## src/design/lvqps_pkg.sv

```systemverilog
`default_nettype none
package lvqps_pkg;

    localparam int NUM_NEURONS_DEF = 1024;
    localparam int MAX_DIMS_DEF    = 64;

    localparam int REQ_W   = 3;
    localparam int NIDX_W  = 10;
    localparam int DIDX_W  = 6;
    localparam int VAL_W   = 16;
    localparam int RANGE_W = 11;
    localparam int DIST_W  = 38;
    localparam int LR_W    = 16;
    localparam int DIMS_W  = 7;
    localparam int PROD_W  = 32;
    localparam int CFG_AW  = 3;
    localparam int CFG_DW  = 32;

    localparam logic [DIMS_W-1:0] DIMS_RESET = 7'd64;
    localparam logic [LR_W-1:0]   LR_RESET   = 16'd0;

    // register index, taken from paddr[2]
    localparam logic REG_LR   = 1'b0;
    localparam logic REG_DIMS = 1'b1;

    typedef enum logic [REQ_W-1:0] {
        REQ_WR_WEIGHT = 3'd0,
        REQ_WR_SAMPLE = 3'd1,
        REQ_SEARCH    = 3'd2,
        REQ_UPDATE    = 3'd3,
        REQ_RD_WEIGHT = 3'd4
    } t_req;

    // tag that travels with one weight element through the datapath
    typedef struct packed {
        logic               valid;
        logic               upd;
        logic               first;
        logic               last;
        logic [RANGE_W-1:0] neuron;
    } t_tag;

endpackage
`default_nettype wire

```

## src/design/lvqps_calc.sv

```systemverilog
`default_nettype none
module lvqps_calc #(
    parameter int AW = 16,
    parameter int DW = 38
) (
    input  wire logic                          i_clk,
    input  wire logic                          i_rst_n,
    input  wire logic                          i_start,
    input  wire lvqps_pkg::t_tag               i_tag,
    input  wire logic [AW-1:0]                 i_addr,
    input  wire logic [lvqps_pkg::VAL_W-1:0]   i_weight,
    input  wire logic [lvqps_pkg::VAL_W-1:0]   i_sample,
    input  wire logic [lvqps_pkg::LR_W-1:0]    i_alpha,
    input  wire logic                          i_repel,
    output logic                               o_busy,
    output logic                               o_we,
    output logic      [AW-1:0]                 o_waddr,
    output logic      [lvqps_pkg::VAL_W-1:0]   o_wdata,
    output logic      [lvqps_pkg::RANGE_W-1:0] o_best_n,
    output logic      [DW-1:0]                 o_best_dist
);

    localparam int VW = lvqps_pkg::VAL_W;
    localparam int PW = lvqps_pkg::PROD_W;

    // stage 2: |x - w| times itself (search) or times alpha (update)
    logic [VW-1:0]   w_absdiff;
    logic [VW-1:0]   w_mult;
    lvqps_pkg::t_tag r_s2_tag;
    logic [PW-1:0]   r_s2_prod;
    logic [VW-1:0]   r_s2_w;
    logic            r_s2_toward;
    logic [AW-1:0]   r_s2_addr;

    // stage 3: accumulate or write back
    logic [VW-1:0]   w_step;
    logic [VW:0]     w_up;
    logic [VW-1:0]   w_new;
    lvqps_pkg::t_tag w_s3_tag;
    lvqps_pkg::t_tag r_s3_tag;
    logic [DW-1:0]   r_acc;

    // stage 4: running minimum
    logic                          r_have;
    logic [lvqps_pkg::RANGE_W-1:0] r_best_n;
    logic [DW-1:0]                 r_best_dist;
    logic                          w_take;

    assign w_absdiff = (i_sample >= i_weight) ? (i_sample - i_weight) : (i_weight - i_sample);
    assign w_mult    = i_tag.upd ? i_alpha : w_absdiff;

    assign w_step = r_s2_prod[PW-1:VW];
    assign w_up   = {1'b0, r_s2_w} + {1'b0, w_step};

    always_comb begin
        if (r_s2_toward) begin
            w_new = w_up[VW] ? '1 : w_up[VW-1:0];
        end else begin
            w_new = (w_step > r_s2_w) ? '0 : (r_s2_w - w_step);
        end
    end

    // only search elements go on to the compare stage
    always_comb begin
        w_s3_tag       = r_s2_tag;
        w_s3_tag.valid = r_s2_tag.valid & ~r_s2_tag.upd;
    end

    assign o_we    = r_s2_tag.valid & r_s2_tag.upd;
    assign o_waddr = r_s2_addr;
    assign o_wdata = w_new;

    // strict compare keeps the first minimum
    assign w_take = r_s3_tag.valid & r_s3_tag.last & (~r_have | (r_acc < r_best_dist));

    always_ff @(posedge i_clk) begin
        if (!i_rst_n) begin
            r_s2_tag <= '0;
            r_s3_tag <= '0;
            r_have   <= 1'b0;
        end else begin
            r_s2_tag <= i_tag;
            r_s3_tag <= w_s3_tag;
            if (i_start) begin
                r_have <= 1'b0;
            end else if (w_take) begin
                r_have <= 1'b1;
            end
        end
    end

    always_ff @(posedge i_clk) begin
        r_s2_prod   <= PW'(w_absdiff) * PW'(w_mult);
        r_s2_w      <= i_weight;
        r_s2_toward <= (i_sample >= i_weight) ^ i_repel;
        r_s2_addr   <= i_addr;
        if (r_s2_tag.valid && !r_s2_tag.upd) begin
            r_acc <= (r_s2_tag.first ? '0 : r_acc) + DW'(r_s2_prod);
        end
        if (w_take) begin
            r_best_n    <= r_s3_tag.neuron;
            r_best_dist <= r_acc;
        end
    end

    assign o_busy      = i_tag.valid | r_s2_tag.valid | r_s3_tag.valid;
    assign o_best_n    = r_best_n;
    assign o_best_dist = r_best_dist;

endmodule
`default_nettype wire

```

## config.mk

```make
export PLATFORM = sky130hd
export DESIGN_NAME = lvqps_calc
export DESIGN_NICKNAME = d
export VERILOG_FILES = /design/src/design/lvqps_pkg.sv /design/src/design/lvqps_calc.sv
export SDC_FILE = /design/constraint.sdc
export NUM_CORES = 1
export LEC_CHECK = 0
export BUFFER_PORTS_ARGS = -buffer_cell sky130_fd_sc_hd__clkbuf_2
export CAP_MARGIN = 20
export CELL_PAD_IN_SITES_DETAIL_PLACEMENT = 1
export CELL_PAD_IN_SITES_GLOBAL_PLACEMENT = 1
export CORE_UTILIZATION = 52
export DETAILED_ROUTE_END_ITERATION = 16
export GPL_TIMING_DRIVEN = 0
export PLACE_DENSITY = 0.95
export SKIP_LAST_GASP = 1
export SLEW_MARGIN = 20
export SYNTH_ARGS = -nofsm -noshare
export SYNTH_HDL_FRONTEND = slang
export SYNTH_SLANG_ARGS = --single-unit
```

## constraint.sdc

```tcl
create_clock -name i_clk -period 15.6 [get_ports i_clk]
set_input_delay 2.34 -clock i_clk [delete_from_list [all_inputs] [get_ports i_clk]]
set_output_delay 2.34 -clock i_clk [all_outputs]
set_load 0.05 [all_outputs]
```

==> results.json <==
{
  "synth_seq_cells": 181,
  "hpwl_um": 53100,
  "placed_area_um2": 21200,
  "rows": 70,
  "multi_input_area_um2": 13600,
  "start_util_pct": 53.3,
  "clkTransAtPathRegs_ns": 0.09,
  "grt_pass1_wl_um": 109000,
  "yosys.cell_types.count": 83,
  "worstHoldPathCells": 0,
  "rrSetupSlack_ns": 10.85,
  "grt_start_max_net_pins": 27,
  "portBuffers": 164,
  "min_period_ns": 11.58,
  "synth-async-reset-ratio_pct": 0,
  "postLayoutCoreUtil_pct": 59.1,
  "clockBufferDepth": 2,
  "layout_common_cells": "342 x inv_1, 236 x ha_1, 199 x fa_1",
  "grt.total_usage_pct": 36.7,
  "worst_hold_slack_ns": 0.410,
  "min_to": "o_best_n[6]",
  "gp_congestion": 0.983,
  "final_common_cell": "inv_1",
  "synth_largest_area_cell": "fa_1",
  "cp_slowest_cell": "xor2_1",
  "seqCellArea_um2": 4490,
  "hp-start": "r_s3_tag[6]",
  "final_area_um2": 21800,
  "fillers": 4260,
  "ys_top_cells_by_area": "fa_1 20%, ha_1 15%, edfxtp_1 13%",
  "routed-via-count": 17449,
  "viasPerCell": 6.16,
  "syn-mean-instance-area_um2": 9.23,
  "cts_root_buffer": "clkbuf_16",
  "die_area_um2": 38600,
  "wire_per_inst_um": 24.6,
  "drive_gt1_share_pct": 11.8,
  "cts_buffers": 17,
  "clock_sinks": 181,
  "maxCapViolCount": 0,
  "cp.arrival_ns": 11.95,
  "start_kind": "input pin",
  "cp_top_family": "adder cells",
  "reg2reg_depth": 15,
  "hold_viol_final": 0,
  "tns_ns": 0,
  "gr-total-overflow": 0,
  "die_h_um": 196,
  "setup_viol": 0,
  "critPathBufInv": 7,
  "synth-seq-area-share_pct": 22.9,
  "clock_latency_ns": 0.46,
  "cts_tree": "done",
  "reg2reg_from": "r_s2_tag[12]",
  "grt_pass1_vias": 19346,
  "cts-resized-gates": 0,
  "critical_path.most_common_cell": "fa_1",
  "tightestPinTransition_ns": 1.13,
  "routed_wl_um": 69600,
  "min_path_type": "reg2reg",
  "boundaryPins": 166,
  "synthFlopType": "dfxtp_1",
  "synth_edf_count": 87,
  "ant_nets": 0,
  "diodes": 0,
  "hold_buffers": 0,
  "die_w_um": 196,
  "synth_fp_nets": 2648,
  "outcome": "finished clean",
  "syn-cell-area_um2": 19700,
  "drc": 0,
  "rsz0062_at_grt": "no",
  "max-slew-margin-rel_pct": 24.1,
  "areaGrowthSynthToFinish_pct": 10.9,
  "crit_start": "i_sample[0]",
  "cts_setup_buffers": 0,
  "antenna_found_initial": 0,
  "max_stage_delay_ns": 0.87,
  "fin_skew_ns": 0.0124,
  "fin_crit_sh_pct": 74.3,
  "maxSlewViolCount": 0,
  "path_max_fanout": 9,
  "firstDrtPassIters": 8,
  "synth_top_area_share_pct": 20.3,
  "crit_type": "in2reg",
  "reg2reg_to": "r_acc[34]",
  "core_um2": 36900,
  "worstPathRequired_ns": 15.96,
  "htreeDepth": 4,
  "synthCells": 2130,
  "initialDrtViolationCount": 1416,
  "nets": 2833,
  "fmax_mhz": 86.3,
  "yosysWarnings": 0,
  "cp-end-kind": "flip-flop"
}
worst register-to-register path: cells and delay by family (launching register included):
| kind | cells | cell delay (ns) |
|---|---|---|
| compound gates | 6 | 1.75 |
| buf+inv | 3 | 1.12 |
| fa+ha+maj | 2 | 0.48 |
| flops | 1 | 0.44 |
| mux | 1 | 0.36 |
| simple gates | 3 | 0.35 |
final cells by class:
class / count / share of cell area [%]
multi-input cells: 1537 / 62.2
flip-flops and latches: 181 / 20.6
inverters: 342 / 5.89
repair buffers: 166 / 3.98
well taps: 504 / 2.89
clock buffers: 17 / 1.95
plain buffers: 70 / 1.56
clock inverters: 15 / 0.883
through the flow:
| stage | setup slack (ns) | std cells |
|---|---|---|
| 2_1_floorplan | 5.45 | 2130 |
| 6_report | 4.02 | 2832 |
| 3_5_place_dp | 3.82 | 2800 |
| 3_3_place_gp | 3.93 | 2798 |
| 4_1_cts | 4.21 | 2832 |
| 5_1_grt | 3.56 | 2832 |
logic make-up (layout without fill, tap and decap cells):
logic type      after synthesis  after routing  share of synthesized area (%)
fa+ha+maj                   435            435                           35.3
mux                          20             20                           1.09
flops                       181            181                           22.9
xor+xnor                     80             80                           3.94
simple gates                568            568                           14.0
compound gates              434            434                           14.5
buf+inv                     412            610                           8.26
layer usage:
metal / part of all wire [%] / global-route usage [%] / up-vias / wire [um]
met5: 0 / 0 / - / 0
met1: 37 / 42.1 / 8682 / 25500
li1: - / - / 7428 / -
met3: 7.4 / 5.78 / 301 / 5160
met4: 5.8 / 21.0 / 0 / 4050
met2: 50 / 64.9 / 1038 / 34800
synth_stat cells (all sizes together) (25+ instances only):
library cell  count
a21o             60
a21oi           129
and2             69
buf              30
clkbuf           40
dfxtp            94
edfxtp           87
fa              199
ha              236
inv             342
nand2           172
nand2b           26
nor2            142
nor2b            54
nor3             25
o21ai            91
xnor2            55
xor2             25
state kept, by name (all words and copies together) (netlist names):
name	flops
r_have	1
r_s2_prod	32
r_s3_tag	13
r_acc	38
o_best_n	11
r_s2_tag	15
r_s2_w	16
r_s2_toward	1
o_best_dist	38
o_waddr	16
worst max-delay path by stage:
| stage | to | cells past startpoint |
|---|---|---|
| 6_report | r_s2_prod[30] | 34 |
| 5_1_grt | r_s2_prod[31] | 34 |
| 3_3_place_gp | r_s2_prod[31] | 34 |
| 3_5_place_dp | r_s2_prod[31] | 34 |
| 2_1_floorplan | r_s2_prod[31] | 33 |
| 4_1_cts | r_s2_prod[30] | 33 |
Power is not shown: default switching activity piles up to over one toggle a cycle in this logic, so the estimate is an artifact.
