===== config.mk =====
export PLATFORM = sky130hd
export DESIGN_NAME = lvqps_ram
export DESIGN_NICKNAME = d
export VERILOG_FILES = /design/src/design/lvqps_ram.sv
export SDC_FILE = /design/constraint.sdc
export NUM_CORES = 1
export LEC_CHECK = 0
export BUFFER_PORTS_ARGS = -buffer_cell sky130_fd_sc_hd__buf_2
export CAP_MARGIN = 30
export CORE_ASPECT_RATIO = 2
export CORE_MARGIN = 3
export CORE_UTILIZATION = 30
export CTS_BUF_LIST = sky130_fd_sc_hd__clkbuf_4 sky130_fd_sc_hd__clkbuf_8
export DETAILED_ROUTE_END_ITERATION = 16
export GPL_TIMING_DRIVEN = 0
export PLACE_DENSITY = 0.52
export SYNTH_ARGS = -nofsm -noshare
export SYNTH_HDL_FRONTEND = slang
export SYNTH_SLANG_ARGS = --single-unit

===== constraint.sdc =====
create_clock -name i_clk -period 6.6 [get_ports i_clk]
set_input_delay 0.99 -clock i_clk [delete_from_list [all_inputs] [get_ports i_clk]]
set_output_delay 0.99 -clock i_clk [all_outputs]
set_load 0.005 [all_outputs]

===== src/design/lvqps_ram.sv =====
`default_nettype none
module lvqps_ram #(
    parameter int WIDTH = 16,
    parameter int DEPTH = 64
) (
    input  wire logic                     i_clk,
    input  wire logic                     i_we,
    input  wire logic [$clog2(DEPTH)-1:0] i_waddr,
    input  wire logic [WIDTH-1:0]         i_wdata,
    input  wire logic [$clog2(DEPTH)-1:0] i_raddr,
    output logic      [WIDTH-1:0]         o_rdata
);

    logic [WIDTH-1:0] r_mem [DEPTH];
    logic [WIDTH-1:0] r_rdata;

    always_ff @(posedge i_clk) begin
        if (i_we) begin
            r_mem[i_waddr] <= i_wdata;
        end
        r_rdata <= r_mem[i_raddr];
    end

    assign o_rdata = r_rdata;

endmodule
`default_nettype wire


==> flow_metrics.env, run 1 <==
export IMPL_rows=189
export IMPL_yosysSeqAreaShare=0.776
export IMPL_die_h_um=523
export IMPL_path_clk_slew_ps=70
export IMPL_crit_required_ps=7240
export IMPL_p_per_area_nw_per_um2=273
export IMPL_cts_tree="yes"
export IMPL_cp_start_kind="primary input"
export IMPL_reg2reg_depth=5
export IMPL_finalSetupTns_ps=0
export IMPL_ir_worst_vdd_mv=0.152
export IMPL_synthFlopType="edfxtp_1"
export IMPL_stdcell_count=3920
export IMPL_ys_ff_latch=1040
export IMPL_finalMaxSlewViolations=0
export IMPL_hold_path_class="primary input to register"
export IMPL_fin_crit_ps=3330
export IMPL_placed_cell_area_um2=44100
export IMPL_postSynthCellCount=1829
export IMPL_area_growth_pct=16.6
export IMPL_fin_area_um2=46700
export IMPL_cts_resized=0
export IMPL_finalSetupViolCount=0
export IMPL_synthDistinctLibCells=43
export IMPL_layout_commonest_cell="edfxtp_1"
export IMPL_antenna_found_initial=8
export IMPL_finClkSkew_ps=41.9
export IMPL_pre_cts_ws_ps=2430
export IMPL_worstPathArrival_ps=3960
export IMPL_gp_congestion=0.895
export IMPL_maxCapViolCount=0
export IMPL_drt_iter0_drc=1517
export IMPL_ioPinCount=46
export IMPL_grt_pass1_vias=21300
export IMPL_holdWs_ps=593
export IMPL_status="finished, final reports clean"
export IMPL_leakage_uw=0.0146
export IMPL_die_area_um2=138000
export IMPL_cts_sinks=1040
export IMPL_critical_path_class="primary input to register"
export IMPL_worst_pin_slew_ps=1070
export IMPL_syn_avg_cell_area_um2=21.9
export IMPL_timing_final_crit_share=0.504
export IMPL_grt_util_all_layers=0.166
export IMPL_vias_per_cell=4.99
export IMPL_postCtsHoldBufs=0
export IMPL_timing_fmax_ghz=0.301
export IMPL_cts_buffer_depth=3
export IMPL_die_w_um=264
export IMPL_cts_setup_buffers=0
export IMPL_hold_viol=0
export IMPL_port_buffer_count=38
export IMPL_fillers=12200
export IMPL_setup_slack_ps=3270
export IMPL_dp_cells=3676
export IMPL_synthArstFlopShare=0
export IMPL_vias=19600
export IMPL_hold_path_depth=1
export IMPL_syn_area_um2=40000
export IMPL_ant_nets=0
export IMPL_timing_slew_headroom=0.282
export IMPL_drive_above_1_share=0.331
export IMPL_grt_overflow=0
export IMPL_start_util=0.302
export IMPL_final_cell_mix="edfxtp_1, mux4_2, clkbuf_8"
export IMPL_drc=0
export IMPL_post_dp_hpwl_um=82700
export IMPL_yosys_warnings=0
export IMPL_drt_total_wl_um=115000
export IMPL_syn_nets=1859
export IMPL_grt_max_degree=57
export IMPL_cts_made_buffers=135
export IMPL_avgRoutedWirePerCell_um=29.3
export IMPL_worst_path_max_fanout=10
export IMPL_h_tree_depth=4
export IMPL_synth_edf_count=1024
export IMPL_worstSkewPairLatency_ps=770
export IMPL_fin_nets=2126
export IMPL_clock_root_buffer="clkbuf_8"
export IMPL_rsz0062_at_grt="no"
export IMPL_grt_pass1_wl_um=161000
export IMPL_crit_path_end_kind="register"
export IMPL_drtPass1Iterations=5
export IMPL_fp_coreArea_um2=133000
## per-layer routing
metal,global-route usage,wire length (um),vias up
li1,-,-,8213
met1,0.158,36200,10400
met2,0.323,64900,660
met3,0.0239,4760,260
met4,0.118,9150,12
met5,0,70,-
## registers in the layout, indices dropped and copies added (netlist names)
name / count
o_rdata: 16
r_mem: 1024
## where the power goes
part | switching [uW] | internal (uW)
logic | 515 | 284
registers | 14.0 | 7310
clock network | 2410 | 2220
## cells by family (layout without fill, tap and decap cells)
logic type             after synthesis  count (layout)  synth area share
AO/OA/AOI/OAI                      129             129            0.0241
buffers and inverters              104             474            0.0183
flip-flops                        1040            1040             0.776
multiplexers                       336             336             0.155
other                                0               2                 0
AND/OR/NAND/NOR                    220             220            0.0265
## through the flow
step           utilization  power, uW
6_report             0.352      12800
5_1_grt              0.352      13200
4_1_cts              0.352      12900
3_5_place_dp         0.332       8280
3_3_place_gp         0.319       8220
2_1_floorplan            -       7840
## cell usage after synthesis (2+ instances only)
library cell / count / share of area
nor2_2: 2 / 0.00031
and2_1: 2 / 0.00031
nand2b_1: 3 / 0.00047
nand4_1: 12 / 0.0019
a31oi_1: 8 / 0.0012
buf_4: 13 / 0.0024
buf_12: 5 / 0.0025
nor3_1: 2 / 0.00025
buf_1: 3 / 0.00028
a221oi_1: 16 / 0.0035
a21oi_1: 17 / 0.0021
a311oi_1: 8 / 0.0017
clkbuf_2: 2 / 0.00025
mux4_2: 220 / 0.12
a22o_1: 6 / 0.0013
nor2_1: 72 / 0.0067
edfxtp_1: 1024 / 0.77
a211o_1: 8 / 0.0017
o21ai_0: 5 / 0.00062
buf_2: 36 / 0.0045
dfxtp_1: 16 / 0.0080
a22oi_1: 39 / 0.0073
clkbuf_1: 24 / 0.0022
nand2_1: 59 / 0.0055
nand3b_1: 2 / 0.00037
and4_1: 5 / 0.0011
mux2i_1: 85 / 0.021
mux2_2: 27 / 0.0076
o21ai_1: 3 / 0.00037
nor2b_1: 30 / 0.0047
mux4_1: 4 / 0.0026
nor4_2: 3 / 0.00094
a221o_1: 6 / 0.0015
buf_8: 3 / 0.0011
a41oi_1: 5 / 0.0011
buf_6: 17 / 0.0048
nand3_1: 24 / 0.0030
a211oi_1: 8 / 0.0015
## path summary, 6_finish.rpt
| path | startpoint | endpoint | slack, ps |
|---|---|---|---|
| min | i_wdata[6] | r_mem[37][6] | 590 |
| min reg2reg | r_mem[39][2] | o_rdata[2] | 990 |
| max reg2reg | r_mem[63][4] | o_rdata[4] | 4290 |
| max | i_raddr[2] | o_rdata[3] | 3270 |
## worst max-delay path, cell delays in order
cell and delay [ps]:
buf_2 240, buf_4 250, buf_2 480, buf_2 520
a211oi_1 160, a221oi_1 470, a221oi_1 280, buf_4 250
a311oi_1 290
## cell type report
| class | instances | area, um2 | share of cell area |
|---|---|---|---|
| Clock inverter | 71 | 424 | 0.00909 |
| Sequential cell | 1040 | 31100 | 0.666 |
| Tap cell | 1719 | 2150 | 0.0461 |
| Multi-Input combinational cell | 685 | 8400 | 0.180 |
| Clock buffer | 169 | 2130 | 0.0455 |
| Buffer | 104 | 733 | 0.0157 |
| Antenna cell | 2 | 5.00 | 0.000107 |
| Timing Repair Buffer | 130 | 1770 | 0.0379 |
(Power assumes the default switching activity.)
==> run 2, diff against run 1 <==
- PLACE_DENSITY: 0.52 -> 0.53
- clock period: 6.6 -> 3 ns (I/O delays scaled with it)
==> run 2 against run 1 <==
  * Clock-buffer cell count fell by 1
  * Clock power is 130% higher
  * Die area stayed put
  * First-iteration DRC count fell by 8.4%
==> flow_metrics.env, run 2 (synthesis gave the netlist of run 1 again) <==
export IMPL_ant_nets=0
export IMPL_switching_share=0.226
export IMPL_pre_cts_ws_ps=-697
export IMPL_cts_setup_buffers=0
export IMPL_worst_path_max_fanout=10
export IMPL_path_clk_slew_ps=70
export IMPL_port_buffer_count=38
export IMPL_p_int_uw=22000
export IMPL_grt_pass1_wl_um=161000
export IMPL_worstPathArrival_ps=3410
export IMPL_fin_area_um2=46800
export IMPL_die_h_um=523
export IMPL_drt_iter0_drc=1390
export IMPL_p_per_area_nw_per_um2=609
export IMPL_finalPower_uw=28500
export IMPL_cts_tree="yes"
export IMPL_worst_pin_slew_ps=989
export IMPL_gp_congestion=0.933
export IMPL_ioPinCount=46
export IMPL_hold_viol=0
export IMPL_timing_slew_headroom=0.322
export IMPL_cts_sinks=1040
export IMPL_fp_coreArea_um2=133000
export IMPL_cp_start_kind="primary input"
export IMPL_rows=189
export IMPL_grt_overflow=0
export IMPL_clock_root_buffer="clkbuf_8"
export IMPL_pwr_share_seq=0.565
export IMPL_grt_pass1_vias=21400
export IMPL_cts_buffer_depth=3
export IMPL_postCtsHoldBufs=0
export IMPL_final_util=0.353
export IMPL_placed_cell_area_um2=44100
export IMPL_timing_final_crit_share=0.936
export IMPL_cts_made_buffers=135
export IMPL_setup_slack_ps=193
export IMPL_final_cell_mix="edfxtp_1, mux4_2, clkbuf_8"
export IMPL_layout_commonest_cell="edfxtp_1"
export IMPL_multi_input_area_um2=8400
export IMPL_start_util=0.302
export IMPL_pwr_share_clk=0.373
export IMPL_top_register="r_mem"
export IMPL_fin_nets=2125
export IMPL_p_sw_uw=6440
export IMPL_power_share_combinational=0.062
export IMPL_ir_worst_vdd_mv=0.278
export IMPL_finalMaxSlewViolations=0
export IMPL_die_w_um=264
export IMPL_drive_above_1_share=0.331
export IMPL_post_dp_hpwl_um=82700
export IMPL_crit_path_end_kind="register"
export IMPL_finClkSkew_ps=28.6
export IMPL_crit_required_ps=3610
export IMPL_finalSetupViolCount=0
export IMPL_status="finished, final reports clean"
export IMPL_grt_util_all_layers=0.167
export IMPL_maxCapViolCount=0
export IMPL_die_area_um2=138000
export IMPL_hold_path_class="primary input to register"
export IMPL_largest_reg_flops=1024
export IMPL_vias=19600
export IMPL_grt_max_degree=49
export IMPL_leakage_uw=0.0146
export IMPL_drtPass1Iterations=6
export IMPL_fin_crit_ps=2810
export IMPL_antenna_found_initial=7
export IMPL_drc=0
export IMPL_critical_path_class="primary input to register"
export IMPL_fillers=12200
export IMPL_cts_resized=0
export IMPL_vias_per_cell=5.01
export IMPL_h_tree_depth=4
export IMPL_seq_area_um2=31100
export IMPL_worstSkewPairLatency_ps=770
export IMPL_avgRoutedWirePerCell_um=29.4
export IMPL_timing_fmax_ghz=0.356
export IMPL_drt_total_wl_um=115000
export IMPL_rsz0062_at_grt="no"
export IMPL_area_growth_pct=16.8
[run 2: cell count changes in the layout (fill, tap and decap cells not counted), sizes merged]
cell / before / now
bufinv: 2 / 7
clkinv: 56 / 59
clkinvlp: 5 / 2
inv: 8 / 5
clkbuf: 197 / 195
[run 2: path summary, 6_finish.rpt]
kind | start | endpoint | slack (ps) | depth (start not counted)
max | i_raddr[2] | o_rdata[13] | 190 | 8
min | i_wdata[14] | r_mem[2][14] | 150 | 1
min reg2reg | r_mem[26][10] | o_rdata[10] | 980 | 4
max reg2reg | r_mem[19][13] | o_rdata[13] | 500 | 5
[run 2: worst max-delay path, stage by stage]
cell and delay, ps:
buf_2 240, buf_4 280, buf_2 500, mux4_2 400, mux2i_1 790, a22oi_1 220, a31oi_1 370, a311oi_1 130
[run 2: power by group through the flow]
| stage | sequential [uW] | combinational [uW] | clock, uW |
|---|---|---|---|
| after CTS | 16100 | 1800 | 10900 |
| after global placement | 16400 | 1650 | 0 |
| after global routing | 16100 | 1840 | 11400 |
| after floorplan | 16400 | 833 | 0 |
| after detailed placement | 16400 | 1790 | 0 |
| final | 16100 | 1760 | 10600 |
[run 2: area by class of cell]
| class | instances | share of cell area |
|---|---|---|
| diodes | 2 | 0.000107 |
| plain buffers | 104 | 0.0157 |
| clock buffers | 168 | 0.0460 |
| clock inverters | 73 | 0.0111 |
| multi-input cells | 685 | 0.180 |
| flip-flops and latches | 1040 | 0.664 |
| well taps | 1719 | 0.0460 |
| repair buffers | 129 | 0.0372 |
[run 2: through the flow]
| step | TNS (ps) | hold WS (ps) | cells |
|---|---|---|---|
| after global placement | -388780 | 830 | 3586 |
| after global routing | 0 | 98.8 | 3919 |
| after floorplan | 0 | 549 | 1829 |
| after detailed placement | -9970 | 832 | 3677 |
| final | 0 | 146 | 3920 |
| after CTS | 0 | 69.4 | 3918 |
[run 2: metal layers]
metal,up-vias,wire [um],track usage
li1,8215,-,-
met1,10500,36600,0.157
met2,612,64300,0.321
met3,266,4110,0.0244
met4,10,10100,0.128
met5,-,57,0
==> run 3, diff against run 2 <==
- CORE_MARGIN: 3 -> 2
==> run 3 against run 2 <==
  * Hold slack got worse by 61 ps
  * Combinational power barely moved
  * Register-to-register slack got worse by 30 ps
  * Cell area fell by 0.19%
  * Worst setup slack got worse by 110 ps
  * Clock-buffer cell count rose by 4
  * First-iteration DRC count rose by 27%
  * Global-route usage barely moved
  * Clock power barely moved
  * Via count rose by 0.24%
  * Core utilization barely moved
  * Non-clock buffer count rose by 1
==> flow_metrics.env, run 3 (synthesis gave the netlist of run 1 again) <==
export IMPL_drt_total_wl_um=115000
export IMPL_vias_per_cell=5.02
export IMPL_fin_nets=2128
export IMPL_fillers=12300
export IMPL_crit_start="i_raddr[2]"
export IMPL_critical_path_class="primary input to register"
export IMPL_drtPass1Iterations=8
export IMPL_hold_viol=0
export IMPL_port_buffer_count=38
export IMPL_path_clk_slew_ps=70
export IMPL_worstPathArrival_ps=3540
export IMPL_leakage_uw=0.0146
export IMPL_grt_pass1_wl_um=161000
export IMPL_h_tree_depth=4
export IMPL_antenna_found_initial=11
export IMPL_die_w_um=262
export IMPL_gp_congestion=0.878
export IMPL_cts_tree="yes"
export IMPL_grt_overflow=0
export IMPL_ioPinCount=46
export IMPL_dp_cells=3677
export IMPL_grt_pass1_vias=21400
export IMPL_worst_pin_slew_ps=1000
export IMPL_timing_slew_headroom=0.331
export IMPL_vias=19700
export IMPL_cts_made_buffers=137
export IMPL_status="finished, final reports clean"
export IMPL_final_cell_mix="edfxtp_1, mux4_2, clkbuf_8"
export IMPL_finClkSkew_ps=21.5
export IMPL_p_sw_uw=6470
export IMPL_hold_path_class="primary input to register"
export IMPL_finalSetupViolCount=0
export IMPL_rsz0062_at_grt="no"
export IMPL_power_share_combinational=0.062
export IMPL_top_register="r_mem"
export IMPL_grt_max_degree=53
export IMPL_maxCapViolCount=0
export IMPL_grt_util_all_layers=0.167
export IMPL_placed_cell_area_um2=44000
export IMPL_worst_path_max_fanout=10
export IMPL_r2r_start="r_mem[23][13]"
export IMPL_switching_share=0.228
export IMPL_routed_top_layer="met5"
export IMPL_die_area_um2=137000
export IMPL_p_int_uw=21900
export IMPL_clock_root_buffer="clkbuf_8"
export IMPL_p_per_area_nw_per_um2=608
export IMPL_drc=0
export IMPL_finalSetupTns_ps=0
export IMPL_fin_area_um2=46700
export IMPL_die_h_um=521
export IMPL_post_dp_hpwl_um=82100
export IMPL_dr_wl_met2_um=65600
export IMPL_cts_setup_buffers=0
export IMPL_fin_crit_ps=2910
export IMPL_ir_worst_vdd_mv=0.294
export IMPL_start_util=0.302
export IMPL_cts_buffer_depth=3
export IMPL_drt_iter0_drc=1771
export IMPL_layout_commonest_cell="edfxtp_1"
export IMPL_hp_start="i_wdata[5]"
export IMPL_worstSkewPairLatency_ps=760
export IMPL_postCtsHoldBufs=0
export IMPL_finalMaxSlewViolations=0
export IMPL_cts_sinks=1040
export IMPL_holdWs_ps=84.8
export IMPL_crit_path_end_kind="register"
export IMPL_ant_nets=0
export IMPL_rows=189
export IMPL_largest_reg_flops=1024
export IMPL_pwr_share_clk=0.370
export IMPL_cp_start_kind="primary input"
export IMPL_avgRoutedWirePerCell_um=29.3
export IMPL_timing_final_crit_share=0.971
export IMPL_stdcell_count=3922
export IMPL_timing_fmax_ghz=0.343
export IMPL_final_util=0.352
export IMPL_wl_met3_um=4730
export IMPL_drive_above_1_share=0.332
export IMPL_fp_coreArea_um2=132000
export IMPL_crit_required_ps=3630
export IMPL_area_growth_pct=16.6
export IMPL_pwr_share_seq=0.567
export IMPL_wl_met1_um=36400
export IMPL_cts_resized=0
==> run 3: final timing paths <==
kind                            depth (start not counted)            to  slack (ps)
worst max register to register                          5   o_rdata[13]         470
worst min register to register                          4   o_rdata[12]         990
worst min-delay path                                    1  r_mem[31][5]          80
worst max-delay path                                    9   o_rdata[11]          90
==> run 3: layout make-up <==
| cell class | instances | area, um2 | area share |
|---|---|---|---|
| sequential | 1040 | 31100 | 0.666 |
| buffer | 104 | 733 | 0.0157 |
| antenna | 4 | 10.0 | 0.000214 |
| timing repair buffer | 130 | 1680 | 0.0361 |
| clock inverter | 68 | 457 | 0.00978 |
| clock buffer | 172 | 2170 | 0.0466 |
| tap | 1719 | 2150 | 0.0461 |
| multi-input combinational | 685 | 8400 | 0.180 |
==> run 3: stage by stage <==
step                      power (uW)  setup slack [ps]
after floorplan                17300               515
after global placement         18100              -946
after global routing           29200               155
after CTS                      28700               125
final                          28400              87.5
after detailed placement       18200              -716
==> run 3: routing by layer <==
layer	up-vias	GRT usage
li1	8219	-
met1	10500	0.158
met2	638	0.328
met3	265	0.0252
met4	12	0.110
met5	-	0
==> run 3: worst max-delay path, stage by stage <==
cell and delay [ps]:
buf_2 250, buf_4 280, buf_2 510, buf_2 530
a211oi_1 160, a221oi_1 480, a221oi_1 240, buf_4 230
a311oi_1 340
==> run 3: power by group through the flow <==
stage,Clock [uW],Sequential (uW),Combinational (uW)
3_5_place_dp,0,16400,1790
2_1_floorplan,0,16400,833
5_1_grt,11300,16100,1840
6_report,10500,16100,1760
3_3_place_gp,0,16400,1650
4_1_cts,10800,16100,1790
