File: src/design/lvqps_pkg.sv
`default_nettype none
package lvqps_pkg;

    localparam int NUM_NEURONS_DEF = 1024;
    localparam int MAX_DIMS_DEF    = 64;

    localparam int REQ_W   = 3;
    localparam int NIDX_W  = 10;
    localparam int DIDX_W  = 6;
    localparam int VAL_W   = 16;
    localparam int RANGE_W = 11;
    localparam int DIST_W  = 38;
    localparam int LR_W    = 16;
    localparam int DIMS_W  = 7;
    localparam int PROD_W  = 32;
    localparam int CFG_AW  = 3;
    localparam int CFG_DW  = 32;

    localparam logic [DIMS_W-1:0] DIMS_RESET = 7'd64;
    localparam logic [LR_W-1:0]   LR_RESET   = 16'd0;

    // register index, taken from paddr[2]
    localparam logic REG_LR   = 1'b0;
    localparam logic REG_DIMS = 1'b1;

    typedef enum logic [REQ_W-1:0] {
        REQ_WR_WEIGHT = 3'd0,
        REQ_WR_SAMPLE = 3'd1,
        REQ_SEARCH    = 3'd2,
        REQ_UPDATE    = 3'd3,
        REQ_RD_WEIGHT = 3'd4
    } t_req;

    // tag that travels with one weight element through the datapath
    typedef struct packed {
        logic               valid;
        logic               upd;
        logic               first;
        logic               last;
        logic [RANGE_W-1:0] neuron;
    } t_tag;

endpackage
`default_nettype wire

File: src/design/lvqps_cfg.sv
`default_nettype none
module lvqps_cfg (
    input  wire logic                          i_clk,
    input  wire logic                          i_rst_n,
    input  wire logic                          psel,
    input  wire logic                          penable,
    input  wire logic                          pwrite,
    input  wire logic [lvqps_pkg::CFG_AW-1:0]  paddr,
    input  wire logic [lvqps_pkg::CFG_DW-1:0]  pwdata,
    output logic      [lvqps_pkg::CFG_DW-1:0]  prdata,
    output logic                               pready,
    output logic      [lvqps_pkg::LR_W-1:0]    o_learning_rate,
    output logic      [lvqps_pkg::DIMS_W-1:0]  o_dims_used
);

    logic [lvqps_pkg::LR_W-1:0]   r_lr;
    logic [lvqps_pkg::DIMS_W-1:0] r_dims;
    logic                         w_wr;
    logic                         w_idx;

    assign w_wr  = psel & penable & pwrite;
    // low address bits are don't care
    assign w_idx = paddr[2];

    always_ff @(posedge i_clk) begin
        if (!i_rst_n) begin
            r_lr   <= lvqps_pkg::LR_RESET;
            r_dims <= lvqps_pkg::DIMS_RESET;
        end else if (w_wr) begin
            case (w_idx)
                lvqps_pkg::REG_LR:   r_lr   <= pwdata[lvqps_pkg::LR_W-1:0];
                lvqps_pkg::REG_DIMS: r_dims <= pwdata[lvqps_pkg::DIMS_W-1:0];
                default: ;
            endcase
        end
    end

    always_comb begin
        case (w_idx)
            lvqps_pkg::REG_LR:   prdata = lvqps_pkg::CFG_DW'(r_lr);
            lvqps_pkg::REG_DIMS: prdata = lvqps_pkg::CFG_DW'(r_dims);
            default:             prdata = '0;
        endcase
    end

    assign pready          = 1'b1;
    assign o_learning_rate = r_lr;
    assign o_dims_used     = r_dims;

endmodule
`default_nettype wire

File: config.mk
export PLATFORM = sky130hd
export DESIGN_NAME = lvqps_cfg
export DESIGN_NICKNAME = d
export VERILOG_FILES = /design/src/design/lvqps_pkg.sv /design/src/design/lvqps_cfg.sv
export SDC_FILE = /design/constraint.sdc
export NUM_CORES = 1
export LEC_CHECK = 0
export ABC_CLOCK_PERIOD_IN_PS = 2100
export BUFFER_PORTS_ARGS = -buffer_cell sky130_fd_sc_hd__clkbuf_2
export CAP_MARGIN = 20
export CORE_UTILIZATION = 42
export DETAILED_ROUTE_END_ITERATION = 8
export PLACE_DENSITY = 0.95
export SLEW_MARGIN = 20
export SYNTH_ARGS = -nofsm -noshare
export SYNTH_HDL_FRONTEND = slang
export SYNTH_SLANG_ARGS = --single-unit
File: constraint.sdc
create_clock -name i_clk -period 2.1 [get_ports i_clk]
set_clock_uncertainty 0.05 [all_clocks]
set_input_delay 0.315 -clock i_clk [delete_from_list [all_inputs] [get_ports i_clk]]
set_output_delay 0.315 -clock i_clk [all_outputs]
set_load 0.05 [all_outputs]
==> results.md, run 1 <==
- The slew of the pin with the lowest slew margin is 578 ps.
- The largest stage delay on the critical path is 390 ps.
- The cell area after placement is 1420 µm².
- In this run the power spent charging and discharging nets is 0.295 mW.
- The path type of the worst min-delay path is in2reg.
- The number of global-route vias before repair is 794.
- In the final layout, the share of cells above drive strength 1 is 39.6%.
- The synthesized flop and latch total is 23.
- The part of the cycle the worst path needs is 78.7%.
- The number of antenna violations at the first check in global routing is 0.
- The slowest library cell on the worst path is sky130_fd_sc_hd__mux2_2.
- The worst hold path begins at pwdata[14].
- The reg2reg setup slack is 1400 ps.
- The boundary pin count is 96.
- The average wire length per cell after detail routing is 9.91 µm.
- The most prevalent standard cell on the critical path is sky130_fd_sc_hd__clkbuf_2.
- The maximum buffer depth of the clock tree is 2.
- The critical path in this run is classified as in2out.
- The count of TritonRoute iterations in the first routing pass is 4.
- The total setup buffers inserted after CTS is 0.
- Headroom to the max-slew limit came out at 61.5%.
- The clock drives 23 sinks.
- In this run the critical register-to-register path is captured at o_dims_used[4].
- The mapped netlist covers 1200 µm².
- Setup repair after global routing left no endpoint under its margin.
- The first global-routing pass estimated 3570 µm of wire.
- The critical path data required time is 1740 ps.
- The global placer's final weighted congestion is 0.628.
- The full die area is 3070 µm².
- The average size of a mapped cell is 9.16 µm².
- The root buffer selected by CTS is sky130_fd_sc_hd__clkbuf_4.
- The maximum operating frequency is 605 MHz.
- The most common cell in the synthesized netlist is sky130_fd_sc_hd__nand2_1.
- The internal power of the cells totals 0.562 mW.
- For this run, the register share of the synthesized area comes to 38.4%.
- Of all nets on the critical path, the largest fanout is 18.
- The number of diodes added for antenna fixing is 0.
- STA classifies the critical path startpoint as an input pin.
- The insertion delay of the later-clocked pin in the worst-skew pair is 290 ps.
- The hold buffer count at cts is 0.
- The initial utilization of the core area, before any placement, comes to 43.9%.
- The number of buffers and inverters on the critical path is 2.
- After clock tree synthesis, the repair step resized 0 gates.
- Counting cells, the worst reg-to-reg path comes to 2.
- The peak ir drop on the vdd network is 265 µV.
- The cell family contributing the most delay on the critical path is buffers and inverters.
- Clock-pin slew was measured on the worst setup and hold paths at 120 ps.
- The relative contribution of combinational cells to total power is 24.5%.
- Of all cell types, the one taking the most synthesized area is sky130_fd_sc_hd__dfxtp_1.
- The clock network is responsible for 22.6% of the overall power.
- The cell area after layout is 1450 µm².
- In the routed layout, each cell is associated on average with a via count of 4.45.
- In this run the static leakage power is 0.764 nW.
- After the last flow step, the layout net total stands at 228.
- The fraction of registers with async set/reset is 0%.
- The area added between synthesis and finish is 20.8%.
- The share of total power consumed by net switching is 34.4%.
- Yosys printed 0 warnings.
- Fill cells in the final layout number 254.
- The number of instances in the synthesized netlist is 131.
- The remaining routing DRC violations is 0.
- The global router's overall resource usage is 14.4%.
- Data arrives at the worst endpoint at 1290 ps.
- The number of port buffers is 60.
- The smallest clock period supported by the final layout is computed as 1650 ps.
- The die is 55.5 µm wide.
- The number of nets with antenna violations after routing is 0.
- The max-cap check violation count is 0.
- The final hold violation count is 0.
- The run finished with clean final reports.
- The routed via count is 970.
- The number of flops mapped to enable cells by yosys is 0.
- The die height is 55.5 µm.
- Entering global routing, the biggest net connects 34 pins.
- STA classifies the critical path endpoint as a primary output.
- By area the synthesized netlist is led by sky130_fd_sc_hd__dfxtp_1 (38%), sky130_fd_sc_hd__mux2i_1 (19%), sky130_fd_sc_hd__nand2_1 (12%).
- The startpoint identified for the worst register-to-register timing path is o_dims_used[4].
- Walking the worst path, the cells encountered are clkbuf_2 -> mux2_2 -> clkbuf_2.
- The max-slew violation count is 0.
- The maximum level of the CTS H-tree is 1.
- For hold timing, the worst endpoint is o_learning_rate[14].
- Detailed placement ended at an HPWL of 1600 µm.
- The aggregate routed wire length is 2160 µm.
- The most instantiated flip-flop cell in the synthesis netlist is sky130_fd_sc_hd__dfxtp_1.
- The clock tree from TritonCTS is yes.
- Setup violations remaining at the end of the flow were counted as 0.
- For this run the aggregate overflow at the end of global routing stands at 0.
- TritonCTS created 3 clock buffers.
- The netlist uses 12 different library cells.
- The worst hold path stage count is 3.
- In the synthesized netlist, the cells that appear most often are sky130_fd_sc_hd__nand2_1 (38), sky130_fd_sc_hd__dfxtp_1 (23), sky130_fd_sc_hd__mux2i_1 (23).
- The sequential group share of total power is 52.8%.
- The first routing iteration left 21 violations.
- The number of placement rows is 19.
- Adding up every negative setup slack in the final design gives 0 ps.
- The power per standard cell area is 591 nW/µm².
- The worst hold-check slack is 172 ps.
- The synthesized design devotes to its leading area cell type 38.4% of total area.
- In this run the standard cell core region covers 2730 µm².
==> through the flow <==
stage	utilization (%)	cells	setup WS [ps]	power [mW]
2_1_floorplan	-	146	325	0.659
3_3_place_gp	52.0	214	448	0.671
3_5_place_dp	52.0	214	441	0.673
4_1_cts	53.0	218	440	0.872
5_1_grt	53.0	218	388	0.910
6_report	53.0	218	447	0.856
==> how the worst max path moves through the flow <==
stage	from	to	slack, ps	cells past startpoint
final	paddr[2]	prdata[6]	450	3
after global placement	paddr[2]	prdata[6]	450	3
after floorplan	o_learning_rate[10]	prdata[10]	330	1
after detailed placement	paddr[2]	prdata[6]	440	3
after global routing	paddr[2]	prdata[6]	390	3
after CTS	paddr[2]	prdata[6]	440	3
==> sequential cells by signal, indices dropped and copies added (netlist names) <==
register,count
o_learning_rate,16
o_dims_used,7
==> per-layer routing <==
metal  vias up  global-route usage [%]  part of all wire (%)
met5         -                       0                     0
met4         0                    5.36                  0.46
met3         2                    2.11                   3.5
met2        35                    24.4                    50
met1       435                    18.4                    46
li1        498                       -                     -
==> cells in the final DEF, fill, tap and decap left out <==
| cell type | count |
|---|---|
| sky130_fd_sc_hd__conb_1 | 17 |
| sky130_fd_sc_hd__dfxtp_1 | 23 |
| sky130_fd_sc_hd__clkbuf_2 | 60 |
| sky130_fd_sc_hd__and4b_1 | 1 |
| sky130_fd_sc_hd__mux2i_1 | 23 |
| sky130_fd_sc_hd__nand4_2 | 1 |
| sky130_fd_sc_hd__clkbuf_4 | 3 |
| sky130_fd_sc_hd__clkinv_2 | 1 |
| sky130_fd_sc_hd__buf_4 | 2 |
| sky130_fd_sc_hd__mux2_2 | 7 |
| sky130_fd_sc_hd__nand2_1 | 38 |
| sky130_fd_sc_hd__nor2b_1 | 11 |
==> cells by family (layout without fill, tap and decap cells) <==
group	after synthesis	in the layout	synth area share, %
buf+inv	25	66	15.7
flops	23	23	38.4
mux	30	30	25.8
other cells	2	17	0.626
simple gates	51	51	19.5
==> worst min-delay path: stages <==
cell                       delay [ps]
sky130_fd_sc_hd__clkbuf_2          80
sky130_fd_sc_hd__nand2_1           40
sky130_fd_sc_hd__mux2i_1           50
==> area by class of cell <==
| type | instances | area (µm²) | area share, % |
|---|---|---|---|
| Timing Repair Buffer | 62 | 315 | 21.8 |
| Clock inverter | 1 | 5.00 | 0.345 |
| Sequential cell | 23 | 460 | 31.8 |
| Clock buffer | 3 | 22.5 | 1.55 |
| Tap cell | 31 | 38.8 | 2.68 |
| Multi-Input combinational cell | 98 | 607 | 41.9 |
==> power groups by stage <==
stage | registers, mW | logic [mW] | clock network, mW
3_5_place_dp | 0.463 | 0.211 | 0
2_1_floorplan | 0.495 | 0.164 | 0
5_1_grt | 0.455 | 0.222 | 0.234
4_1_cts | 0.453 | 0.211 | 0.208
3_3_place_gp | 0.462 | 0.209 | 0
6_report | 0.453 | 0.210 | 0.194
No activity file was read; power rests on OpenSTA's default activity.
==> run 2, diff against run 1 <==
Settings changed: ABC_AREA set to 1, ABC_CLOCK_PERIOD_IN_PS 2100 to 1400, CORE_UTILIZATION 42 to 36, PLACE_DENSITY 0.95 to 0.87.
Clock period 2.1 ns to 1.4 ns, I/O delays scaled along.
==> run 2 against run 1 <==
  * Clock power increased by 58%
  * Register-to-register slack got worse by 660 ps
  * Utilization decreased by 3.1 points
  * Total power increased by 69%
  * Synthesized cell count up 56%
  * Cell count grew 42%
  * Sequential share of layout area down 4.1 points
  * Critical path type is now reg2out
  * Largest cell class unchanged
  * Highest routed layer unchanged
==> results.md, run 2 <==
- The start of the worst register-to-register path is o_dims_used[6] (was o_dims_used[4]).
- The average size of a mapped cell is 6.19 µm² (was 9.16 µm²).
- The critical path data required time came to 1140 ps (was 1740 ps).
- The most instantiated flip-flop cell in the synthesis netlist is sky130_fd_sc_hd__dfxtp_1 (unchanged).
- The number of placement rows came to 21 (was 19).
- The final hold violation count is 0 (unchanged).
- The start point of the critical path is o_dims_used[6] (was paddr[2]).
- The path type of the worst min-delay path is in2reg (unchanged).
- The die height is 61.2 µm (was 55.5 µm).
- The number of global-route vias before repair is 1031 (was 794).
- The share of total power consumed by net switching is 38.9% (was 34.4%).
- The full die area is 3750 µm² (was 3070 µm²).
- The buffering stage count on the worst path with inverters included is 1 (was 2).
- The data arrival time of the critical path is 1080 ps (was 1290 ps).
- The sort of element at the start of the critical path is a flop (was input pin).
- The relative contribution of combinational cells to total power is 30.9% (was 24.5%).
- The most prevalent standard cell on the critical path was sky130_fd_sc_hd__nand2_1 (was sky130_fd_sc_hd__clkbuf_2).
- The number of warnings printed during yosys synthesis is 0 (unchanged).
- The kind of critical path is reg2out (was in2out).
- The hold buffer count at cts was 0 (unchanged).
- The post-layout total power was 1.45 mW (was 0.856 mW).
- The largest fanout of any net on the critical path is 3 (was 18).
- The largest stage delay on the critical path came to 390 ps (about the same).
- The starting DRC count in detailed routing is 43 (was 21).
- The count of TritonRoute iterations in the first routing pass came to 4 (unchanged).
- The maximum level of the CTS H-tree is 1 (unchanged).
- The instance count on the critical path came to 3 (unchanged).
- The number of nets with antenna violations after routing is 0 (unchanged).
- The number of antenna violations at the first check in global routing is 0 (unchanged).
- The insertion delay of the later-clocked pin in the worst-skew pair is 300 ps (was 290 ps).
- The remaining routing DRC violations came to 0 (unchanged).
- The part of the cycle the worst path needs is 96.0%.
- The library cell with the largest summed area after synthesis is sky130_fd_sc_hd__dfxtp_1 (unchanged).
- The clock slew seen by the registers of the worst setup and hold paths was 120 ps (about the same).
- The element type at the critical path end is a primary output (unchanged).
- The routed design could run at a clock period as short as 1340 ps.
- The switching power of the nets is 0.563 mW (was 0.295 mW).
- The average wire length per cell after detail routing is 9.34 µm (was 9.91 µm).
- The reg2reg setup slack is 740 ps (was 1400 ps).
- The static power due to leakage is 0.901 nW (was 0.764 nW).
- The floorplan core area is 3340 µm² (was 2730 µm²).
- The number of flops mapped to enable cells by yosys is 0 (unchanged).
- The maximum buffer depth of the clock tree is 2 (unchanged).
- The slack of the critical path is 56.3 ps (was 447 ps).
- The most common cell after layout, fill and taps aside is sky130_fd_sc_hd__clkbuf_2 (unchanged).
- Leading cell types in the layout, fill and taps excluded: sky130_fd_sc_hd__clkbuf_2 (47), sky130_fd_sc_hd__nand2_1 (45), sky130_fd_sc_hd__nor2_1 (45) (was sky130_fd_sc_hd__clkbuf_2 (60), sky130_fd_sc_hd__nand2_1 (38), sky130_fd_sc_hd__mux2i_1 (23), sky130_fd_sc_hd__dfxtp_1 (23), sky130_fd_sc_hd__conb_1 (17)).
- The end point of the critical path is prdata[6] (unchanged).
- The largest net degree at the start of global routing is 24 (was 34).
- The fraction of registers with async set/reset is 0% (unchanged).
- The max-slew violation count is 0 (unchanged).
- The worst slack at placement is 102 ps (was 441 ps).
- The number of clock buffers inserted by TritonCTS came to 3 (unchanged).
- The aggregate routed wire length came to 2890 µm (was 2160 µm).
- The global placer's final weighted congestion came to 0.705 (was 0.628).
- The detailed placement HPWL came to 2120 µm (was 1600 µm).
- The count of nets after finishing came to 304 (was 228).
- RSZ-0062 raised after global routing: no (unchanged).
- The routed via count is 1306 (was 970).
- The number of instances in the synthesized netlist is 204 (was 131).
- Result of the run: complete, no violations (unchanged).
- The cell-internal power is 0.885 mW (was 0.562 mW).
- The reg-to-reg critical path endpoint is o_dims_used[6] (was o_dims_used[4]).
- The peak ir drop on the vdd network came to 391 µV (was 265 µV).
- The post-synthesis cell type count is 13 (was 12).
- The area added between synthesis and finish was 31.7% (was 20.8%).
- The number of setup violations in the final report is 0 (unchanged).
- The worst hold-check slack is 78.4 ps (was 172 ps).
- The most common cell in the synthesized netlist is sky130_fd_sc_hd__nor2_1 (was sky130_fd_sc_hd__nand2_1).
- The layout cell share with drive strength beyond 1 is 31.2% (was 39.6%).
- Static timing analysis puts the maximum clock frequency at 744 MHz.
- The clock tree from TritonCTS is yes (unchanged).
- The number of diodes added for antenna fixing came to 0 (unchanged).
- The boundary pin count is 96 (unchanged).
- The starting density of the core is 37.9% (was 43.9%).
- Worst path cell trace: nand2_1 -> nand2_1 -> buf_2 (was clkbuf_2 -> mux2_2 -> clkbuf_2).
- The number of clock sinks is 23 (unchanged).
- The via count normalized by instance count is 4.23 (was 4.45).
- The global router's overall resource usage is 16.1% (was 14.4%).
- Most area-consuming cells after synthesis: sky130_fd_sc_hd__dfxtp_1 (36%), sky130_fd_sc_hd__nor2_1 (16%), sky130_fd_sc_hd__nand2_1 (13%) (was sky130_fd_sc_hd__dfxtp_1 (38%), sky130_fd_sc_hd__mux2i_1 (19%), sky130_fd_sc_hd__nand2_1 (12%)).
- The number of flip-flops in the largest register is 16 (unchanged).
- The number of port buffers is 60 (unchanged).
- The final-layout setup total negative slack was 0 ps (unchanged).
- Top cells by instance count after synthesis: sky130_fd_sc_hd__nor2_1 (54), sky130_fd_sc_hd__nand2_1 (45), sky130_fd_sc_hd__inv_1 (26) (was sky130_fd_sc_hd__nand2_1 (38), sky130_fd_sc_hd__dfxtp_1 (23), sky130_fd_sc_hd__mux2i_1 (23)).
- The power per standard cell area is 870 nW/µm² (was 591 nW/µm²).
- The cell depth of the worst flop-to-flop path came to 2 (unchanged).
- The slowest library cell on the worst path is sky130_fd_sc_hd__dfxtp_1 (was sky130_fd_sc_hd__mux2_2).
- The kind of cell adding the most delay to the critical path was flip-flops (was buffers and inverters).
- The root buffer selected by CTS is sky130_fd_sc_hd__clkbuf_4 (unchanged).
- The synthesized flop and latch total was 23 (unchanged).
- The horizontal die dimension is 61.2 µm (was 55.5 µm).
- The global-route wire length before repair is 4420 µm (was 3570 µm).
- The clock share of power is 21.1% (was 22.6%).
- The post-synthesis cell area is 1260 µm² (was 1200 µm²).
- The remaining global-route overflow is 0 (unchanged).
- The share of Yosys cell area claimed by the top area cell type came to 36.4% (was 38.4%).
- The sequential share of the synthesized area is 36.4% (was 38.4%).
- The max-cap check violation count came to 0 (unchanged).
- The sequential group share of total power is 48.0% (was 52.8%).
-- run 2: how the worst min path moves through the flow --
stage / from / slack, ps / cells past startpoint / to
finish: pwdata[6] / 80 / 3 / o_dims_used[6]
CTS: pwdata[6] / 60 / 3 / o_dims_used[6]
detailed placement: pwdata[6] / 400 / 3 / o_dims_used[6]
global route: pwdata[6] / 100 / 3 / o_dims_used[6]
global placement: pwdata[6] / 390 / 3 / o_dims_used[6]
floorplan: i_rst_n / 280 / 2 / o_learning_rate[10]
-- run 2: repair_timing --
item / CTS / global route
setup endpoints to repair: 0 / 13
buffers inserted: 0 / 0
resized for setup: 0 / 20
-- run 2: kinds of logic after synthesis --
logic type | count (synthesis) | share of synthesized area, %
DFF | 23 | 36.4
and+or+nand+nor | 125 | 41.1
buffers and inverters | 53 | 21.5
other | 2 | 0.594
AOI/OAI and AO/OA | 1 | 0.396
-- run 2: metrics by stage --
| step | area, µm² | std cells | util [%] |
|---|---|---|---|
| after floorplan | 1390 | 219 | - |
| after global placement | 1620 | 305 | 48.6 |
| after detailed placement | 1620 | 305 | 48.6 |
| after CTS | 1650 | 309 | 49.3 |
| after global routing | 1660 | 309 | 49.9 |
| final | 1660 | 309 | 49.9 |
-- run 2: routing by layer --
metal / vias to the layer above / global-route usage [%] / wire length, µm
li1: 685 / - / -
met1: 577 / 19.2 / 1310
met2: 42 / 28.6 / 1430
met3: 2 / 3.15 / 137
met4: 0 / 5.84 / 12
met5: - / 0 / 0
-- run 2: power groups by stage --
stage                     Sequential [mW]  Combinational, mW  Clock, mW
after floorplan                     0.786              0.307          0
after CTS                           0.695              0.446      0.320
after global placement              0.708              0.442          0
after detailed placement            0.709              0.446          0
final                               0.694              0.448      0.306
after global routing                0.698              0.482      0.329
-- run 2: layout make-up --
type | count | area, µm²
fill | 364 | 1670
multi-input combinational | 143 | 656
sequential | 23 | 460
timing repair buffer | 66 | 363
inverter | 27 | 101
tap | 46 | 57.6
clock buffer | 4 | 26.3
-- run 2: worst reg2reg max path, delay by kind of cell, from the launching register on --
family,cells,cell delay (ps)
DFF,1,360
AOI/OAI and AO/OA,1,80
and+or+nand+nor,1,70
==> run 3, diff against run 2 <==
Settings changed: RECOVER_POWER set to 50, SKIP_CTS_REPAIR_TIMING set to 1, TNS_END_PERCENT set to 50.
==> run 3 against run 2 <==
  * Cell area down 2.3%
  * Worst setup slack hardly changed
  * Routed wire length is 0.45% lower
  * Non-clock buffer count down 1
  * Critical path depth did not move
  * Clock-buffer cell count shrank 1
  * Utilization decreased by 1.1 points
  * Via count is 1.3% higher
  * Combinational power decreased by 2%
  * Global-route usage down 0.12 points
  * Clock power decreased by 2%
  * Critical path type unchanged
  * Highest routed layer unchanged
==> results.md, run 3 (synthesis gave the netlist of run 2 again) <==
- The global-route wire length before repair is 4420 µm (about the same).
- The slowest library cell on the worst path was sky130_fd_sc_hd__dfxtp_1 (unchanged).
- The boundary pin count was 96 (unchanged).
- The max-slew violation count is 0 (unchanged).
- The number of clock sinks is 23 (unchanged).
- The final core utilization is 48.7% (was 49.9%).
- The number of setup violations in the final report is 0 (unchanged).
- The maximum level of the CTS H-tree was 1 (unchanged).
- The max-cap check violation count came to 0 (unchanged).
- The number of clock buffers inserted by TritonCTS was 3 (unchanged).
- The data arrival time of the critical path is 1080 ps (about the same).
- The worst hold-check slack is 98.9 ps (was 78.4 ps).
- The detailed placement HPWL came to 2180 µm (was 2120 µm).
- Worst path cell trace: inv_1 -> nor2_4 -> clkbuf_2 (was nand2_1 -> nand2_1 -> buf_2).
- The number of port buffers is 60 (unchanged).
- The full die area came to 3750 µm² (unchanged).
- The final hold violation count came to 0 (unchanged).
- The part of the cycle the worst path needs is 96.0% (about the same).
- The clock slew seen by the registers of the worst setup and hold paths was 120 ps (about the same).
- The cell area after placement is 1590 µm² (was 1620 µm²).
- The cell depth of the worst flop-to-flop path was 2 (unchanged).
- The starting DRC count in detailed routing is 37 (was 43).
- The number of standard cells in the final layout excluding fillers came to 308 (was 309).
- The largest stage delay on the critical path came to 370 ps (was 390 ps).
- The largest fanout of any net on the critical path is 3 (unchanged).
- The die height is 61.2 µm (unchanged).
- The number of antenna violations at the first check in global routing is 0 (unchanged).
- The remaining global-route overflow is 0 (unchanged).
- The power per standard cell area is 881 nW/µm² (was 870 nW/µm²).
- The detailed-routed wire length on met2 is 1450 µm (was 1430 µm).
- The maximum buffer depth of the clock tree is 2 (unchanged).
- The global placer's final weighted congestion is 0.738 (was 0.705).
- The instance count on the critical path is 3 (unchanged).
- The number of placement rows is 21 (unchanged).
- The reg-to-reg critical path endpoint is o_learning_rate[1] (was o_dims_used[6]).
- RSZ-0062 raised after global routing: no (unchanged).
- The via count normalized by instance count is 4.30 (was 4.23).
- The average wire length per cell after detail routing is 9.33 µm (was 9.34 µm).
- The cell area after layout is 1630 µm² (was 1660 µm²).
- The insertion delay of the later-clocked pin in the worst-skew pair came to 300 ps (about the same).
- The number of placed cells counting well taps was 304 (was 305).
- The end point of the critical path is prdata[13] (was prdata[6]).
- The buffering stage count on the worst path with inverters included is 2 (was 1).
- The count of TritonRoute iterations in the first routing pass is 4 (unchanged).
- The number of nets with antenna violations after routing is 0 (unchanged).
- The final critical path time including I/O delays and setup is 1340 ps (about the same).
- The global router's overall resource usage is 16.0% (was 16.1%).
- The number of global-route vias before repair is 1053 (was 1031).
- The critical path data required time is 1140 ps (about the same).
- The aggregate routed wire length is 2870 µm (was 2890 µm).
- The layout cell share with drive strength beyond 1 is 30.9% (was 31.2%).
- The kind of critical path is reg2out (unchanged).
- The count of nets after finishing is 303 (was 304).
- The remaining routing DRC violations is 0 (unchanged).
- The largest net degree at the start of global routing came to 24 (unchanged).
- The clock tree from TritonCTS is yes (unchanged).
- The routed length on met3 is 180 µm (was 137 µm).
- The path type of the worst min-delay path is in2reg (unchanged).
- The element type at the critical path end was a primary output (unchanged).
- The floorplan core area is 3340 µm² (unchanged).
- The most common cell after layout, fill and taps aside is sky130_fd_sc_hd__clkbuf_2 (unchanged).
- The starting density of the core is 37.9% (unchanged).
- The start point of the critical path is o_learning_rate[13] (was o_dims_used[6]).
- The routed length on met1 is 1230 µm (was 1310 µm).
- Leading cell types in the layout, fill and taps excluded: sky130_fd_sc_hd__clkbuf_2 (46), sky130_fd_sc_hd__nand2_1 (45), sky130_fd_sc_hd__nor2_1 (45) (was sky130_fd_sc_hd__clkbuf_2 (47), sky130_fd_sc_hd__nand2_1 (45), sky130_fd_sc_hd__nor2_1 (45)).
- The static power due to leakage is 0.896 nW (was 0.901 nW).
- The horizontal die dimension is 61.2 µm (unchanged).
- The number of flip-flops in the largest register is 16 (unchanged).
- The final-layout setup total negative slack was 0 ps (unchanged).
- The root buffer selected by CTS is sky130_fd_sc_hd__clkbuf_4 (unchanged).
- Result of the run: complete, no violations (unchanged).
- The peak ir drop on the vdd network came to 507 µV (was 391 µV).
- The number of diodes added for antenna fixing was 0 (unchanged).
- The reg2reg setup slack was 740 ps (about the same).
- The routed via count was 1323 (was 1306).
- The sort of element at the start of the critical path is a flop (unchanged).
- The origin of the worst min-delay path is pwdata[6] (unchanged).
- The highest routed metal layer is met4 (unchanged).
- The area added between synthesis and finish is 28.7% (was 31.7%).
- The kind of cell adding the most delay to the critical path is flip-flops (unchanged).
- The start of the worst register-to-register path is o_learning_rate[1] (was o_dims_used[6]).
- The maximum operating frequency came to 744 MHz (about the same).
run 3: changes by cell type in the layout (fill, tap and decap cells not counted):
cell and change:
sky130_fd_sc_hd__buf_2 +2, sky130_fd_sc_hd__clkbuf_2 -1, sky130_fd_sc_hd__clkbuf_4 -3, sky130_fd_sc_hd__clkinv_2 +1
sky130_fd_sc_hd__nor2_2 +5, sky130_fd_sc_hd__nor2_4 -5
run 3: per-layer routing:
metal	global-route usage [%]	vias to the layer above
li1	-	685
met1	18.3	586
met2	29.5	50
met3	4.62	2
met4	2.92	0
met5	0	-
run 3: worst min path at each step:
stage                                      to  slack, ps  depth (start not counted)
after floorplan           o_learning_rate[10]        280                          2
after global placement         o_dims_used[6]        400                          3
after detailed placement       o_dims_used[6]        420                          3
after CTS                      o_dims_used[6]         80                          3
after global routing           o_dims_used[6]        110                          3
final                          o_dims_used[6]        100                          3
run 3: report_power, final:
group / leakage (nW) / internal (mW) / total, mW / switching [mW]
Combinational: 0.691 / 0.0921 / 0.438 / 0.346
Sequential: 0.187 / 0.678 / 0.694 / 0.0168
Clock: 0.0177 / 0.107 / 0.300 / 0.193
run 3: area by class of cell:
cell class	instances	area, µm²
clock inverter	1	5.00
sequential	23	460
fill	381	1710
multi-input combinational	143	631
inverter	27	101
tap	46	57.6
timing repair buffer	65	349
clock buffer	3	22.5
run 3: worst min-delay path, stage by stage:
cell and delay [ps]:
sky130_fd_sc_hd__clkbuf_2 100, sky130_fd_sc_hd__nand2_1 50, sky130_fd_sc_hd__nand3_1 70
run 3: through the flow:
stage               total power [mW]  setup slack, ps
floorplan                       1.09            -22.8
global placement                1.14              130
detailed placement              1.15              117
CTS                             1.45             14.5
global route                    1.50             1.66
finish                          1.43             56.0
